### config.mk
export PLATFORM = sky130hd
export DESIGN_NAME = rx_frame_deframer_decipher_flat
export DESIGN_NICKNAME = d
export VERILOG_FILES = /design/src/rtl/core/rfd_pkg.sv /design/src/rtl/core/rfd_in_if.sv /design/src/rtl/core/rfd_out_if.sv /design/src/rtl/core/rfd_decipher.sv /design/src/rtl/core/rfd_frame_ctrl.sv /design/src/rtl/core/rfd_out_fifo.sv /design/src/rtl/core/rx_frame_deframer_decipher.sv /design/src/flat_wrapper.sv
export SDC_FILE = /design/constraint.sdc
export NUM_CORES = 1
export LEC_CHECK = 0
export BUFFER_PORTS_ARGS = -buffer_cell sky130_fd_sc_hd__buf_4
export CAP_MARGIN = 0
export CORE_MARGIN = 2
export CORE_UTILIZATION = 45
export DETAILED_ROUTE_END_ITERATION = 10
export GPL_TIMING_DRIVEN = 0
export SLEW_MARGIN = 10
export SYNTH_ARGS = -nofsm -noshare
export SYNTH_HDL_FRONTEND = slang
export SYNTH_SLANG_ARGS = --single-unit
### constraint.sdc
create_clock -name clk -period 11.15 [get_ports clk]
set_input_delay 1.115 -clock clk [delete_from_list [all_inputs] [get_ports clk]]
set_output_delay 1.115 -clock clk [all_outputs]
set_load 0.05 [all_outputs]
### src/rtl/core/rfd_pkg.sv
// rfd_pkg: shared types and constants for the rx frame deframer and decipher.
// Used by rfd_frame_ctrl, rfd_out_fifo and the top level; depends on nothing.
package rfd_pkg;

    // header is key byte plus 16-bit little-endian total length
    localparam logic [15:0] HEADER_LEN     = 16'd3;
    localparam logic [15:0] MAX_BODY_RESET = 16'd8192;

    // result status codes
    typedef enum logic [1:0] {
        ST_BODY  = 2'd0,
        ST_EMPTY = 2'd1,
        ST_LARGE = 2'd2
    } status_t;

    // frame parser phases, one-hot
    typedef enum logic [3:0] {
        PH_KEY    = 4'b0001,
        PH_LEN_LO = 4'b0010,
        PH_LEN_HI = 4'b0100,
        PH_BODY   = 4'b1000
    } phase_t;

    // one result item
    typedef struct packed {
        status_t     status;
        logic [7:0]  data_byte;
        logic [7:0]  msg_key;
        logic [15:0] body_length;
        logic        last;
    } result_t;

endpackage

### src/rtl/core/rfd_in_if.sv
// rfd_in_if: valid/ready channel that carries raw received bytes.
// Standalone interface; no package dependency.
interface rfd_in_if;
    logic       valid;
    logic       ready;
    logic [7:0] rx_byte;

    modport source (output valid, output rx_byte, input ready);
    modport sink   (input valid, input rx_byte, output ready);
endinterface

### src/rtl/core/rfd_out_if.sv
// rfd_out_if: valid/ready channel that carries deframed result items.
// Standalone interface; no package dependency.
interface rfd_out_if;
    logic        valid;
    logic        ready;
    logic [1:0]  status;
    logic [7:0]  data_byte;
    logic [7:0]  msg_key;
    logic [15:0] body_length;
    logic        last;

    modport source (output valid, output status, output data_byte, output msg_key,
                    output body_length, output last, input ready);
    modport sink   (input valid, input status, input data_byte, input msg_key,
                    input body_length, input last, output ready);
endinterface

### src/rtl/core/rfd_decipher.sv
// rfd_decipher: combinational body byte decipher.
// Depends on nothing; used by rfd_frame_ctrl.
module rfd_decipher (
    input  logic [7:0] raw_byte,
    input  logic [7:0] key,
    input  logic [7:0] size_lo,
    input  logic [7:0] index_lo,
    output logic [7:0] plain_byte
);
    logic [7:0] mask;
    logic [7:0] mixed;
    logic [7:0] offset;

    // xor with key^(size-i), then subtract i^key, all mod 256; key 0 passes the byte through
    assign mask       = key ^ (size_lo - index_lo);
    assign mixed      = raw_byte ^ mask;
    assign offset     = index_lo ^ key;
    assign plain_byte = (key == 8'd0) ? raw_byte : (mixed - offset);

endmodule

### src/rtl/core/rfd_frame_ctrl.sv
// rfd_frame_ctrl: header parser, body counter and result formation.
// Depends on rfd_pkg and rfd_decipher.
module rfd_frame_ctrl (
    input  logic              clk,
    input  logic              rst_n,
    input  logic              fire,
    input  logic [7:0]        rx_byte,
    input  logic [15:0]       max_body_size,
    output logic              res_valid,
    output rfd_pkg::result_t  res
);
    import rfd_pkg::*;

    phase_t      phase_reg, phase_next;
    logic [7:0]  key_reg, key_next;
    logic [7:0]  len_low_reg, len_low_next;
    logic [15:0] size_reg, size_next;
    logic [15:0] index_reg, index_next;

    logic [15:0] total;
    logic [15:0] blen;
    logic        too_large;
    logic [16:0] index_inc;
    logic        last_hit;
    logic [7:0]  plain_byte;

    // header length decode
    assign total     = {rx_byte, len_low_reg};
    assign blen      = total - HEADER_LEN;
    assign too_large = (total < HEADER_LEN) || (blen > max_body_size);

    // body position
    assign index_inc = {1'b0, index_reg} + 17'd1;
    assign last_hit  = index_inc >= {1'b0, size_reg};

    rfd_decipher u_decipher (
        .raw_byte   (rx_byte),
        .key        (key_reg),
        .size_lo    (size_reg[7:0]),
        .index_lo   (index_reg[7:0]),
        .plain_byte (plain_byte)
    );

    // next state and result
    always_comb
    begin
        phase_next   = phase_reg;
        key_next     = key_reg;
        len_low_next = len_low_reg;
        size_next    = size_reg;
        index_next   = index_reg;
        res_valid    = 1'b0;
        res.status      = ST_BODY;
        res.data_byte   = 8'd0;
        res.msg_key     = key_reg;
        res.body_length = 16'd0;
        res.last        = 1'b0;
        if (fire)
        begin
            case (phase_reg)
                PH_KEY:
                begin
                    key_next    = rx_byte;
                    res.msg_key = rx_byte;
                    phase_next  = PH_LEN_LO;
                end
                PH_LEN_LO:
                begin
                    len_low_next = rx_byte;
                    phase_next   = PH_LEN_HI;
                end
                PH_LEN_HI:
                begin
                    size_next  = blen;
                    index_next = 16'd0;
                    if (total == HEADER_LEN)
                    begin
                        phase_next = PH_KEY;
                        res_valid  = 1'b1;
                        res.status = ST_EMPTY;
                    end
                    else if (too_large)
                    begin
                        phase_next      = PH_KEY;
                        res_valid       = 1'b1;
                        res.status      = ST_LARGE;
                        res.body_length = blen;
                    end
                    else
                    begin
                        phase_next = PH_BODY;
                    end
                end
                PH_BODY:
                begin
                    res_valid       = 1'b1;
                    res.status      = ST_BODY;
                    res.data_byte   = plain_byte;
                    res.body_length = size_reg;
                    res.last        = last_hit;
                    if (last_hit)
                    begin
                        phase_next = PH_KEY;
                        index_next = 16'd0;
                    end
                    else
                    begin
                        index_next = index_inc[15:0];
                    end
                end
                default:
                begin
                    phase_next = PH_KEY;
                    index_next = 16'd0;
                end
            endcase
        end
    end

    // state registers
    always_ff @(posedge clk or negedge rst_n)
    begin
        if (!rst_n)
        begin
            phase_reg   <= PH_KEY;
            key_reg     <= 8'd0;
            len_low_reg <= 8'd0;
            size_reg    <= 16'd0;
            index_reg   <= 16'd0;
        end
        else
        begin
            phase_reg   <= phase_next;
            key_reg     <= key_next;
            len_low_reg <= len_low_next;
            size_reg    <= size_next;
            index_reg   <= index_next;
        end
    end

    // header bytes before the length high byte never give a result
    a_no_result_early: assert property (@(posedge clk) disable iff (!rst_n)
        (phase_reg == PH_KEY || phase_reg == PH_LEN_LO) |-> !res_valid)
        else $error("result produced on an early header byte");

    // final body byte sends the parser back to the key byte
    a_last_to_header: assert property (@(posedge clk) disable iff (!rst_n)
        (fire && res_valid && res.last) |=> phase_reg == PH_KEY)
        else $error("parser did not return to header after last byte");

    // body index always stays inside the body
    a_index_in_body: assert property (@(posedge clk) disable iff (!rst_n)
        (phase_reg == PH_BODY) |-> (index_reg < size_reg))
        else $error("body index ran past body size");

    // an empty frame reports zero length
    a_empty_len: assert property (@(posedge clk) disable iff (!rst_n)
        (res_valid && res.status == ST_EMPTY) |-> (res.body_length == 16'd0))
        else $error("empty status with nonzero length");

endmodule

### src/rtl/core/rfd_out_fifo.sv
// rfd_out_fifo: two-entry result buffer that decouples the output handshake.
// Depends on rfd_pkg.
module rfd_out_fifo (
    input  logic              clk,
    input  logic              rst_n,
    input  logic              push,
    input  rfd_pkg::result_t  push_data,
    output logic              not_full,
    output logic              out_valid,
    input  logic              out_ready,
    output rfd_pkg::result_t  out_data
);
    import rfd_pkg::*;

    logic [1:0] count_reg, count_next;
    result_t    slot0_reg, slot0_next;
    result_t    slot1_reg, slot1_next;
    logic       pop;

    assign not_full  = (count_reg != 2'd2);
    assign out_valid = (count_reg != 2'd0);
    assign out_data  = slot0_reg;
    assign pop       = out_valid && out_ready;

    // slot update: head is always slot0
    always_comb
    begin
        count_next = count_reg;
        slot0_next = slot0_reg;
        slot1_next = slot1_reg;
        case (count_reg)
            2'd0:
            begin
                if (push)
                begin
                    slot0_next = push_data;
                    count_next = 2'd1;
                end
            end
            2'd1:
            begin
                if (push && pop)
                begin
                    slot0_next = push_data;
                end
                else if (push)
                begin
                    slot1_next = push_data;
                    count_next = 2'd2;
                end
                else if (pop)
                begin
                    count_next = 2'd0;
                end
            end
            2'd2:
            begin
                if (pop)
                begin
                    slot0_next = slot1_reg;
                    count_next = 2'd1;
                end
            end
            default:
            begin
                count_next = 2'd0;
            end
        endcase
    end

    // count under reset, payload free-running
    always_ff @(posedge clk or negedge rst_n)
    begin
        if (!rst_n)
        begin
            count_reg <= 2'd0;
        end
        else
        begin
            count_reg <= count_next;
        end
    end

    always_ff @(posedge clk)
    begin
        slot0_reg <= slot0_next;
        slot1_reg <= slot1_next;
    end

    // no push is ever presented while full
    a_no_overflow: assert property (@(posedge clk) disable iff (!rst_n)
        push |-> count_reg != 2'd2)
        else $error("push into full result buffer");

    // a waiting head item holds while not taken
    a_head_holds: assert property (@(posedge clk) disable iff (!rst_n)
        (out_valid && !out_ready) |=> (out_valid && out_data == $past(out_data)))
        else $error("head item changed while stalled");

    // count never exceeds depth
    a_count_range: assert property (@(posedge clk) disable iff (!rst_n)
        count_reg != 2'd3)
        else $error("result buffer count out of range");

endmodule

### src/rtl/core/rx_frame_deframer_decipher.sv
// rx_frame_deframer_decipher: top level of the receive deframer and decipher.
// A result item is written into the result buffer as its byte is accepted and is offered from the buffer head.
// Throughput: one input byte per cycle while the result buffer is not full; header bytes and body bytes alike.
// A two-entry result buffer keeps input taking bytes while one result waits.
// Reset (rst_n low, async): parser back to key byte, buffer empty, max body 8192.
// Depends on rfd_pkg, rfd_in_if, rfd_out_if, rfd_frame_ctrl and rfd_out_fifo.
module rx_frame_deframer_decipher (
    input  logic         clk,
    input  logic         rst_n,
    input  logic         cfg_we,
    input  logic [15:0]  cfg_wdata,
    rfd_in_if.sink       rx_chan,
    rfd_out_if.source    msg_chan
);
    import rfd_pkg::*;

    logic [15:0] max_body_reg;
    logic        fire;
    logic        res_valid;
    result_t     res;
    logic        not_full;
    result_t     head;

    // configuration register
    always_ff @(posedge clk or negedge rst_n)
    begin
        if (!rst_n)
        begin
            max_body_reg <= MAX_BODY_RESET;
        end
        else if (cfg_we)
        begin
            max_body_reg <= cfg_wdata;
        end
    end

    // input handshake
    assign rx_chan.ready = not_full;
    assign fire          = rx_chan.valid && not_full;

    rfd_frame_ctrl u_ctrl (
        .clk           (clk),
        .rst_n         (rst_n),
        .fire          (fire),
        .rx_byte       (rx_chan.rx_byte),
        .max_body_size (max_body_reg),
        .res_valid     (res_valid),
        .res           (res)
    );

    rfd_out_fifo u_fifo (
        .clk       (clk),
        .rst_n     (rst_n),
        .push      (res_valid),
        .push_data (res),
        .not_full  (not_full),
        .out_valid (msg_chan.valid),
        .out_ready (msg_chan.ready),
        .out_data  (head)
    );

    // output payload
    assign msg_chan.status      = head.status;
    assign msg_chan.data_byte   = head.data_byte;
    assign msg_chan.msg_key     = head.msg_key;
    assign msg_chan.body_length = head.body_length;
    assign msg_chan.last        = head.last;

endmodule
### src/flat_wrapper.sv
// flat-port wrapper written by rule: the top's interface ports become plain ports
module rx_frame_deframer_decipher_flat import rfd_pkg::*;
  (clk, rst_n, cfg_we, cfg_wdata, rx_chan_valid, rx_chan_rx_byte, rx_chan_ready, msg_chan_valid, msg_chan_status, msg_chan_data_byte, msg_chan_msg_key, msg_chan_body_length, msg_chan_last, msg_chan_ready);
  rfd_in_if rx_chan_i ();
  rfd_out_if msg_chan_i ();
  input  logic clk;
  input  logic rst_n;
  input  logic cfg_we;
  input  logic [15:0] cfg_wdata;
  input wire logic [$bits(rx_chan_i.valid)-1:0] rx_chan_valid;
  input wire logic [$bits(rx_chan_i.rx_byte)-1:0] rx_chan_rx_byte;
  output wire logic [$bits(rx_chan_i.ready)-1:0] rx_chan_ready;
  output wire logic [$bits(msg_chan_i.valid)-1:0] msg_chan_valid;
  output wire logic [$bits(msg_chan_i.status)-1:0] msg_chan_status;
  output wire logic [$bits(msg_chan_i.data_byte)-1:0] msg_chan_data_byte;
  output wire logic [$bits(msg_chan_i.msg_key)-1:0] msg_chan_msg_key;
  output wire logic [$bits(msg_chan_i.body_length)-1:0] msg_chan_body_length;
  output wire logic [$bits(msg_chan_i.last)-1:0] msg_chan_last;
  input wire logic [$bits(msg_chan_i.ready)-1:0] msg_chan_ready;
  assign rx_chan_i.valid = rx_chan_valid;
  assign rx_chan_i.rx_byte = rx_chan_rx_byte;
  assign rx_chan_ready = rx_chan_i.ready;
  assign msg_chan_valid = msg_chan_i.valid;
  assign msg_chan_status = msg_chan_i.status;
  assign msg_chan_data_byte = msg_chan_i.data_byte;
  assign msg_chan_msg_key = msg_chan_i.msg_key;
  assign msg_chan_body_length = msg_chan_i.body_length;
  assign msg_chan_last = msg_chan_i.last;
  assign msg_chan_i.ready = msg_chan_ready;
  rx_frame_deframer_decipher u_core (.clk(clk), .rst_n(rst_n), .cfg_we(cfg_we), .cfg_wdata(cfg_wdata), .rx_chan(rx_chan_i), .msg_chan(msg_chan_i));
endmodule
==> impl_metrics.py, run 1 <==
metrics = {
    "run_status": {
        "outcome": "completed",
    },
    "setup_path": {
        "rrSetupSlack_ns": 5.55,
        "crit_path_start_kind": "input port",
        "max_stage_delay_ns": 0.69,
        "worstSetupPathType": "in2reg",
        "timing.rr.end": "u_core.u_fifo.out_data[1]",
        "cp_cell_sequence": "clkbuf_1 -> or4_1 -> nor4_1 -> nand2b_1 -> xor2_1 -> inv_1 -> ha_1 -> nand4_1 -> nor4_1 -> o21ai_0 -> a31oi_1 -> o31ai_1 -> mux2_2 -> o2bb2ai_4 -> buf_16",
        "critical_path.slowest_cell": "or4_1",
        "reg2reg_from": "u_core.u_ctrl.len_low_reg[2]",
        "worst_ep_required_time_ns": 11.28,
        "crit_path_end_kind": "flop",
        "cpMostUsedCell": "nor4_1",
        "rr_worst_depth": 16,
        "cp.arrival_ns": 5.86,
        "cp_max_fo": 19,
    },
    "min_path": {
        "hold_depth": 2,
        "min_to": "u_core.u_ctrl.size_reg[9]",
        "hold_path.class": "reg2reg",
        "worstHoldStart": "u_core.u_ctrl.size_reg[9]",
    },
    "drt": {
        "drtPass1Iterations": 5,
        "drc": 0,
        "via_per_inst": 5.37,
        "via_count": 5636,
        "drtIter0Drc": 378,
        "wire_per_inst_um": 17.5,
        "wl_mm": 18.4,
        "drtAntennaViolNets": 0,
    },
    "logic_synthesis": {
        "synth_xor_area_share_pct": 7.04,
        "yosys.area.top_type": "edfxtp_1",
        "avgSynthCellArea_um2": 10.5,
        "synth_ff_type": "edfxtp_1",
        "synthSimpleGateAreaFrac_pct": 13.3,
        "muxShareOfSynthArea_pct": 3.19,
        "syn_inst": 735,
        "synth_top_family_by_area": "compound AO/OA/AOI/OAI gates",
        "synth_fa_ha_area_share_pct": 8.30,
        "netlist_top_cells_area": "edfxtp_1, dfrtp_1, ha_1, xnor2_1, nand2_1",
        "synth_edf_count": 70,
        "ys_async_sr_fraction_pct": 50.0,
        "ys_types": 62,
        "synth_fp_nets": 814,
        "yosysSeqAreaShare_pct": 50.0,
        "synth_compound_area_share_pct": 13.5,
        "yosys_register_bits": 140,
        "ys_warn_count": 0,
        "syn_area_um2": 7720,
        "synth_top_area_share_pct": 27.2,
    },
    "grt": {
        "top_usage_layer": "met2",
        "grt_max_degree": 71,
        "gr-total-overflow": 0,
        "antenna_found_initial": 0,
        "grt.total_usage_pct": 21.1,
        "grt_pass1_wl_mm": 29.3,
        "grt_pass1_vias": 5440,
        "grt_util_met3_pct": 3.87,
        "met1_usage_pct": 30.7,
        "use_met2_pct": 32.0,
    },
    "sta": {
        "fin_tns_setup_ns": 0,
        "period_share_pct": 51.4,
        "fin_hold_ws_ns": 0.483,
        "worst_slew_pin_slew_ns": 0.964,
        "period_needed_ns": 5.73,
        "drv_slew": 0,
        "setup_violations": 0,
        "max_freq_mhz": 175,
        "fin_skew_ns": 0.00816,
        "rsz0062_at_grt": "no",
        "max_slew_margin_pct": 35.7,
        "hold_violations": 0,
    },
    "floorplanning": {
        "die_y_um": 135,
        "initial_core_util_pct": 46.2,
        "die_area_um2": 18200,
        "core-area_um2": 16700,
        "row_count": 47,
        "io_pins": 66,
        "die_w_um": 135,
    },
    "clocking": {
        "cts_tree": "built",
        "post-cts-setup-buffers": 0,
        "clk_latency_ns": 0.42,
        "clock_path_buffers": 2,
        "numCtsBuffers": 17,
        "cts_resized": 0,
        "cts_hold_buf": 0,
        "clkTransAtPathRegs_ns": 0.06,
        "cts-htree-levels": 4,
        "clock-sinks": 140,
        "root_buffer": "clkbuf_16",
    },
    "cells_and_area": {
        "drive_above_1_share_pct": 17.3,
        "final_nets": 896,
        "num_antenna_cells": 0,
        "areaGrowthSynthToFinish_pct": 18.1,
        "final_cells": 1050,
    },
    "pwr": {
        "p_leak_uw": 0.00402,
        "p_per_area_nw_per_um2": 244,
        "max-vdd-ir-drop_mv": 0.165,
    },
    "placement": {
        "post-place-cells": 1018,
        "port_buffers": 59,
        "place_congestion": 0.909,
        "hpwl_mm": 14.0,
    },
    "job": {
        "drv_cap": 0,
    },
}
==> through the flow <==
step	util (%)	setup slack [ns]	total power, µW	cell area, µm²
5_1_grt	54.6	5.06	2380	9120
2_1_floorplan	-	4.28	1410	7720
4_1_cts	54.6	5.39	2230	9120
3_3_place_gp	50.5	2.40	1610	8440
6_report	54.6	5.42	2220	9120
3_5_place_dp	51.0	4.97	1640	8520
==> cells in the final DEF (no fill, tap or decap), types with 8 or more instances in the layout <==
| cell type | instances |
|---|---|
| nor2b_1 | 8 |
| nor4_1 | 11 |
| o22ai_2 | 8 |
| clkbuf_16 | 17 |
| xor2_1 | 14 |
| buf_4 | 60 |
| nor3_1 | 10 |
| clkbuf_1 | 24 |
| dfrtp_1 | 68 |
| ha_1 | 48 |
| nor2_1 | 57 |
| a21o_1 | 31 |
| mux2_2 | 21 |
| edfxtp_1 | 70 |
| a21oi_1 | 21 |
| nand2_1 | 77 |
| o22ai_1 | 11 |
| a22o_1 | 8 |
| o21ai_0 | 48 |
| inv_1 | 61 |
| nand3_1 | 14 |
| xnor2_1 | 48 |
==> synth_stat cells (3+ instances only) <==
master	instances
nor2b_1	8
buf_2	4
ha_1	48
nand4_1	5
o22ai_2	8
clkbuf_1	22
a21o_1	31
buf_1	3
nand2b_1	4
or3_1	4
o21ai_0	48
o211ai_1	3
nor3_1	11
edfxtp_1	70
a21oi_1	21
or2_2	5
inv_1	61
xor2_1	14
mux2_2	21
nor2_1	57
nand3_1	14
xnor2_1	48
nand2_1	77
nor4_1	11
and2_1	3
dfrtp_1	68
o22ai_1	11
a22o_1	8
==> power by group <==
part | switching, µW | leakage [µW] | total [µW] | internal (µW)
clock network | 224 | 0.000284 | 577 | 353
registers | 73.5 | 0.00154 | 701 | 628
logic | 536 | 0.00219 | 946 | 410
==> cells by family after synthesis <==
group	count (synthesis)
AND/OR/NAND/NOR	216
AO/OA/AOI/OAI	153
flip-flops	140
buffers and inverters	92
XOR/XNOR	62
adder cells (fa/ha/maj)	50
multiplexers	22
==> worst max path at each step <==
stage | start | endpoint | slack [ns] | depth (start not counted)
after floorplan | rx_chan_rx_byte[0] | u_core.u_fifo.slot1_reg[0] | 4.28 | 12
after global placement | rx_chan_rx_byte[2] | u_core.u_fifo.slot1_reg[12] | 2.40 | 12
after detailed placement | rx_chan_rx_byte[2] | u_core.u_fifo.out_data[13] | 4.97 | 14
after CTS | rx_chan_rx_byte[2] | u_core.u_fifo.out_data[1] | 5.39 | 15
after global routing | rx_chan_rx_byte[2] | u_core.u_fifo.out_data[1] | 5.06 | 15
final | rx_chan_rx_byte[2] | u_core.u_fifo.out_data[1] | 5.42 | 15
==> metal layers <==
metal / routed length [µm] / up-vias / share of wire, %
li1: - / 2744 / -
met1: 8830 / 2752 / 48
met2: 8350 / 120 / 45
met3: 885 / 20 / 4.8
met4: 296 / 0 / 1.6
met5: 0 / - / 0
==> worst max-delay path, delay by kind of cell <==
kind            cells  cell delay (ns)
compound gates      4             1.50
mux                 1             0.40
simple gates        5             1.60
fa+ha+maj           1             0.32
buf+inv             3             0.57
xor+xnor            1             0.31
==> final cells by class <==
cell class / count / area (µm²)
buffer: 31 / 136
clock buffer: 19 / 433
clock inverter: 13 / 166
fill: 1473 / 7580
inverter: 61 / 229
multi-input combinational: 503 / 3520
sequential: 140 / 3860
tap: 220 / 275
timing repair buffer: 63 / 500
Power figures use the tool's default switching activity.
==> run 2: changes to the inputs <==
ABC_AREA = 1   (was not set)
PLACE_DENSITY = 0.65   (was not set)
clock period = 5.2 ns   (was 11.15 ns; I/O delays follow)
==> run 2 against run 1 <==
Effect of this change: clock-buffer cell count down 2; setup slack worse by 4.5 ns; critical path depth up 3; cell count up 16%; final area up 3.2%; flip-flop and latch count unchanged; synthesized area up 4.0%; routed wire length up 2.1%; synthesized cell count up 23%; combinational power rose to 2.6 times the previous value; register-to-register slack worse by 4.6 ns; clock skew up 0.0039 ns.
==> impl_metrics.py, run 2 <==
metrics = {
    "sta": {
        "drv_slew": 0,
        "fin_hold_ws_ns": 0.228,
        "period_needed_ns": 4.24,
        "rsz0062_at_grt": "no",
        "setup_violations": 0,
        "hold_violations": 0,
        "period_share_pct": 81.5,
        "max_freq_mhz": 236,
        "max_slew_margin_pct": 37.8,
        "fin_skew_ns": 0.0121,
        "worst_slew_pin_slew_ns": 0.933,
        "fin_tns_setup_ns": 0,
    },
    "logic_synthesis": {
        "avgSynthCellArea_um2": 8.91,
        "synth_ff_type": "edfxtp_1",
        "netlist_top_cells_area": "edfxtp_1, dfrtp_1, nand2_1, ha_1, inv_1",
        "yosys_register_bits": 140,
        "yosysSeqAreaShare_pct": 48.1,
        "ys_types": 44,
        "synth_top_area_share_pct": 26.2,
        "synth_edf_count": 70,
        "yosys.area.top_type": "edfxtp_1",
        "ys_warn_count": 0,
        "syn_inst": 901,
        "syn_area_um2": 8020,
        "ys_async_sr_fraction_pct": 50.0,
        "synth_fp_nets": 980,
        "synthTopCellsByCount": "nand2_1, inv_1, edfxtp_1",
        "yosysMostFrequentCell": "nand2_1",
    },
    "setup_path": {
        "critPathBufInv": 2,
        "timing.rr.end": "u_core.u_fifo.out_data[34]",
        "cpLargestDelayFamily": "simple AND/OR/NAND/NOR gates",
        "worst_ep_required_time_ns": 5.26,
        "cp-endpoint": "u_core.u_fifo.out_data[34]",
        "worst-path-stages": 18,
        "rrSetupSlack_ns": 0.96,
        "cp_max_fo": 35,
        "rr_worst_depth": 18,
        "crit_path_start_kind": "flop",
        "cp.arrival_ns": 4.30,
        "worstSetupPathType": "reg2reg",
        "crit_path_end_kind": "flop",
        "cp_cell_sequence": "ha_1 -> nor2_1 -> inv_1 -> nor2_2 -> nand4_1 -> xor2_1 -> inv_1 -> ha_1 -> nand2_1 -> nor3_1 -> nand2_1 -> nand2_1 -> nand2_1 -> nand3_1 -> nand2_1 -> nand2_1 -> nand2_1 -> nand2_2",
        "cpMostUsedCell": "nand2_1",
        "reg2reg_from": "u_core.u_ctrl.len_low_reg[0]",
        "max_stage_delay_ns": 0.60,
        "crit_start": "u_core.u_ctrl.len_low_reg[0]",
        "critical_path.slowest_cell": "nand2_2",
    },
    "grt": {
        "grt_max_degree": 71,
        "antenna_found_initial": 0,
        "gr-total-overflow": 0,
        "grt_pass1_vias": 5633,
        "grt_pass1_wl_mm": 30.2,
        "grt.total_usage_pct": 21.6,
    },
    "clocking": {
        "post-cts-setup-buffers": 0,
        "clock-sinks": 140,
        "clk_latency_ns": 0.44,
        "clock_path_buffers": 2,
        "cts_tree": "built",
        "cts-htree-levels": 4,
        "clkTransAtPathRegs_ns": 0.07,
        "numCtsBuffers": 17,
        "cts_hold_buf": 0,
        "root_buffer": "clkbuf_16",
        "cts_resized": 0,
    },
    "drt": {
        "via_count": 6126,
        "drtIter0Drc": 419,
        "wl_mm": 18.7,
        "drtAntennaViolNets": 0,
        "via_per_inst": 5.01,
        "drc": 0,
        "wire_per_inst_um": 15.3,
        "drtPass1Iterations": 6,
    },
    "floorplanning": {
        "io_pins": 66,
        "core-area_um2": 17400,
        "row_count": 48,
        "die_w_um": 138,
        "die_area_um2": 18900,
        "die_y_um": 138,
        "initial_core_util_pct": 46.2,
    },
    "pwr": {
        "p_leak_uw": 0.00458,
        "p_per_area_nw_per_um2": 574,
        "max-vdd-ir-drop_mv": 0.276,
        "finalPower_uw": 5400,
    },
    "placement": {
        "hpwl_mm": 14.4,
        "post-place-cells": 1191,
        "port_buffers": 65,
        "place_congestion": 0.913,
        "placedInstanceArea_um2": 8800,
    },
    "cells_and_area": {
        "drive_above_1_share_pct": 15.0,
        "most-common-layout-cells": "nand2_1, inv_1, edfxtp_1, dfrtp_1, buf_4",
        "stdcell_area_um2": 9410,
        "num_antenna_cells": 0,
        "final_nets": 1064,
        "mostFrequentLayoutCell": "nand2_1",
        "final_cells": 1223,
        "areaGrowthSynthToFinish_pct": 17.3,
    },
    "run_status": {
        "outcome": "completed",
    },
    "min_path": {
        "hold_path.class": "in2async",
    },
    "job": {
        "drv_cap": 0,
    },
}
==> run 2: changes by cell type in the layout (fill, tap and decap cells not counted), moves of 20 or more <==
cell,change
a21o_1,-24
inv_1,+79
mux2_2,-20
nand2_1,+161
nor2_1,-21
xnor2_1,-28
xor2_1,+22
==> run 2: per-layer routing <==
layer  global-route usage (%)  part of all wire (%)  wire length, µm  vias up
met5                        0                     0                0        -
met4                     7.73                   1.8              336        0
met3                     3.57                   6.2             1160       24
met2                     32.0                    44             8170      166
met1                     32.0                    48             9080     2827
li1                         -                     -                -     3109
==> run 2: cell families after synthesis <==
family,share of synthesized area (%)
DFF,48.1
buffers and inverters,7.91
muxes,0.140
xor gates and xnor gates,6.32
adders and majority gates,7.98
and+or+nand+nor,19.6
AOI/OAI and AO/OA,9.96
==> run 2: report_power, final <==
group / switching [µW] / internal, µW
combinational: 1610 / 884
sequential: 165 / 1470
clock: 506 / 763
==> run 2: cell type report <==
type                       instances  area, µm²
fill                            1625       7950
sequential                       140       3860
multi-input combinational        598       3540
inverter                         144        541
timing repair buffer              65        488
clock buffer                      17        425
tap                              225        282
clock inverter                    15        189
buffer                            19       93.8
==> run 2: worst min path at each step <==
stage	startpoint	to	depth (start not counted)
final	rst_n	u_core.u_ctrl.index_reg[11]	1
after global routing	cfg_wdata[5]	u_core.max_body_reg[5]	3
after CTS	rst_n	u_core.u_ctrl.index_reg[10]	1
after detailed placement	u_core.u_ctrl.phase_reg[2]	u_core.u_ctrl.phase_reg[2]	2
after global placement	u_core.u_ctrl.size_reg[12]	u_core.u_ctrl.size_reg[12]	2
after floorplan	rst_n	u_core.max_body_reg[0]	0
==> run 2: stage by stage <==
stage	util, %	setup WS (ns)
finish	54.2	0.960
global route	54.2	0.557
CTS	54.2	0.914
detailed placement	50.7	0.940
global placement	50.7	0.535
floorplan	-	1.59
==> run 3: changes to the inputs <==
PLACE_DENSITY = not set   (was 0.65)
clock period = 4.3 ns   (was 5.2 ns; I/O delays follow)
==> run 3 against run 2 <==
Effect of this change: flip-flop and latch count unchanged; clock-buffer cell count up 2; sequential power up 21%; first-iteration DRC count up 2.9%; clock power up 24%; critical endpoint is now u_core.u_fifo.slot1_reg[33]; highest routed layer unchanged.
==> impl_metrics.py, run 3 (same netlist as run 2, synthesis figures left out) <==
metrics = {
    "run_status": {
        "outcome": "completed",
    },
    "floorplanning": {
        "io_pins": 66,
        "core-area_um2": 17400,
        "die_w_um": 138,
        "row_count": 48,
        "initial_core_util_pct": 46.2,
        "die_y_um": 138,
        "die_area_um2": 18900,
    },
    "setup_path": {
        "reg2reg_from": "u_core.u_ctrl.len_low_reg[0]",
        "crit_path_start_kind": "flop",
        "timing.rr.end": "u_core.u_fifo.slot1_reg[33]",
        "cp.arrival_ns": 4.02,
        "cp-endpoint": "u_core.u_fifo.slot1_reg[33]",
        "crit_path_end_kind": "flop",
        "worst_ep_required_time_ns": 4.40,
        "worstSetupPathType": "reg2reg",
        "cp_max_fo": 35,
        "rr_worst_depth": 18,
        "rrSetupSlack_ns": 0.38,
        "crit_start": "u_core.u_ctrl.len_low_reg[0]",
    },
    "drt": {
        "drtPass1Iterations": 7,
        "via_per_inst": 5.10,
        "drc": 0,
        "met2WireLength_mm": 8.94,
        "wl_met1_mm": 9.37,
        "wire_per_inst_um": 16.1,
        "drtIter0Drc": 431,
        "maxUsedRoutingLayer": "met4",
        "drtAntennaViolNets": 0,
        "wl_mm": 19.7,
        "via_count": 6236,
        "dr_wl_met3_mm": 1.05,
    },
    "sta": {
        "period_needed_ns": 3.92,
        "max_slew_margin_pct": 35.6,
        "max_freq_mhz": 255,
        "hold_violations": 0,
        "fin_hold_ws_ns": 0.102,
        "rsz0062_at_grt": "no",
        "fin_skew_ns": 0.00900,
        "drv_slew": 0,
        "worst_slew_pin_slew_ns": 0.966,
        "setup_violations": 0,
        "period_share_pct": 91.2,
    },
    "clocking": {
        "root_buffer": "clkbuf_16",
        "cts_hold_buf": 0,
        "post-cts-setup-buffers": 0,
        "clock-sinks": 140,
        "cts-htree-levels": 4,
        "cts_tree": "built",
        "clkTransAtPathRegs_ns": 0.06,
        "clk_latency_ns": 0.43,
        "clock_path_buffers": 2,
        "numCtsBuffers": 17,
    },
    "pwr": {
        "max-vdd-ir-drop_mv": 0.392,
        "p_per_area_nw_per_um2": 697,
        "p_leak_uw": 0.00461,
    },
    "cells_and_area": {
        "most-common-layout-cells": "nand2_1, inv_1, edfxtp_1, dfrtp_1, buf_4",
        "drive_above_1_share_pct": 15.3,
        "num_antenna_cells": 0,
        "final_nets": 1064,
        "areaGrowthSynthToFinish_pct": 18.1,
        "final_cells": 1223,
        "fillers": 1599,
        "stdcell_area_um2": 9480,
        "mostFrequentLayoutCell": "nand2_1",
    },
    "grt": {
        "grt_max_degree": 71,
        "grt_pass1_vias": 5951,
        "gr-total-overflow": 0,
        "antenna_found_initial": 0,
        "grt.total_usage_pct": 22.5,
        "grt_pass1_wl_mm": 31.7,
    },
    "placement": {
        "post-place-cells": 1191,
        "port_buffers": 65,
        "hpwl_mm": 14.9,
        "placedInstanceArea_um2": 8800,
        "place_congestion": 0.919,
    },
    "job": {
        "drv_cap": 0,
    },
    "min_path": {
        "hold_path.class": "in2async",
    },
}
[run 3: critical path, stage by stage, from the launching register on]
cell	delay, ns
dfrtp_1	0.52
ha_1	0.31
nor2_1	0.20
inv_1	0.10
nor2_2	0.23
nand4_1	0.23
xor2_4	0.30
inv_1	0.07
ha_1	0.27
nand2_1	0.09
nor3_2	0.23
nand2_1	0.08
nand2_1	0.05
nand2_1	0.12
nand3_1	0.10
nand2_1	0.13
nand2_1	0.13
nand2_1	0.07
bufinv_8	0.35
[run 3: where the power goes]
group	switching, µW	internal [µW]	leakage (µW)
Sequential	208	1780	0.00157
Clock	607	959	0.000306
Combinational	1980	1070	0.00273
Total	2790	3810	0.00461
[run 3: through the flow]
step                setup slack [ns]  TNS [ns]  utilization [%]  total power, µW
CTS                           0.0905         0             54.4             6610
detailed placement            -0.103     -5.15             50.7             5030
global placement              -0.471    -31.28             50.7             5000
global route                  0.0583         0             54.6             7130
floorplan                      0.687         0                -             4250
finish                         0.380         0             54.6             6600
[run 3: area by class of cell]
| type | count | area [µm²] | area share [%] |
|---|---|---|---|
| Tap cell | 225 | 282 | 2.97 |
| Clock inverter | 13 | 179 | 1.89 |
| Clock buffer | 19 | 453 | 4.78 |
| Timing Repair Buffer | 65 | 488 | 5.15 |
| Multi-Input combinational cell | 598 | 3570 | 37.7 |
| Buffer | 19 | 93.8 | 0.990 |
| Sequential cell | 140 | 3860 | 40.7 |
| Inverter | 144 | 554 | 5.85 |
[run 3: metal layers]
| metal | vias up | global-route usage [%] |
|---|---|---|
| met4 | 0 | 6.93 |
| li1 | 3109 | - |
| met2 | 185 | 35.9 |
| met1 | 2918 | 31.9 |
| met5 | - | 0 |
| met3 | 24 | 3.27 |
[run 3: how the worst min path moves through the flow]
stage | depth (start not counted) | to | startpoint | slack, ns
6_report | 1 | u_core.u_ctrl.index_reg[14] | rst_n | 0.10
5_1_grt | 1 | u_core.u_ctrl.index_reg[15] | rst_n | 0.21
4_1_cts | 1 | u_core.u_ctrl.index_reg[14] | rst_n | 0.19
3_5_place_dp | 2 | u_core.u_ctrl.size_reg[9] | u_core.u_ctrl.size_reg[9] | 0.48
3_3_place_gp | 2 | u_core.u_ctrl.size_reg[13] | u_core.u_ctrl.size_reg[13] | 0.47
2_1_floorplan | 0 | u_core.max_body_reg[0] | rst_n | 0.13
[run 3: what timing repair did]
item                                    in CTS  in global routing
gates cloned                                 0                  0
resized for setup                            2                  7
endpoints found under the setup margin      70                 81
endpoints found under the hold margin        0                  0
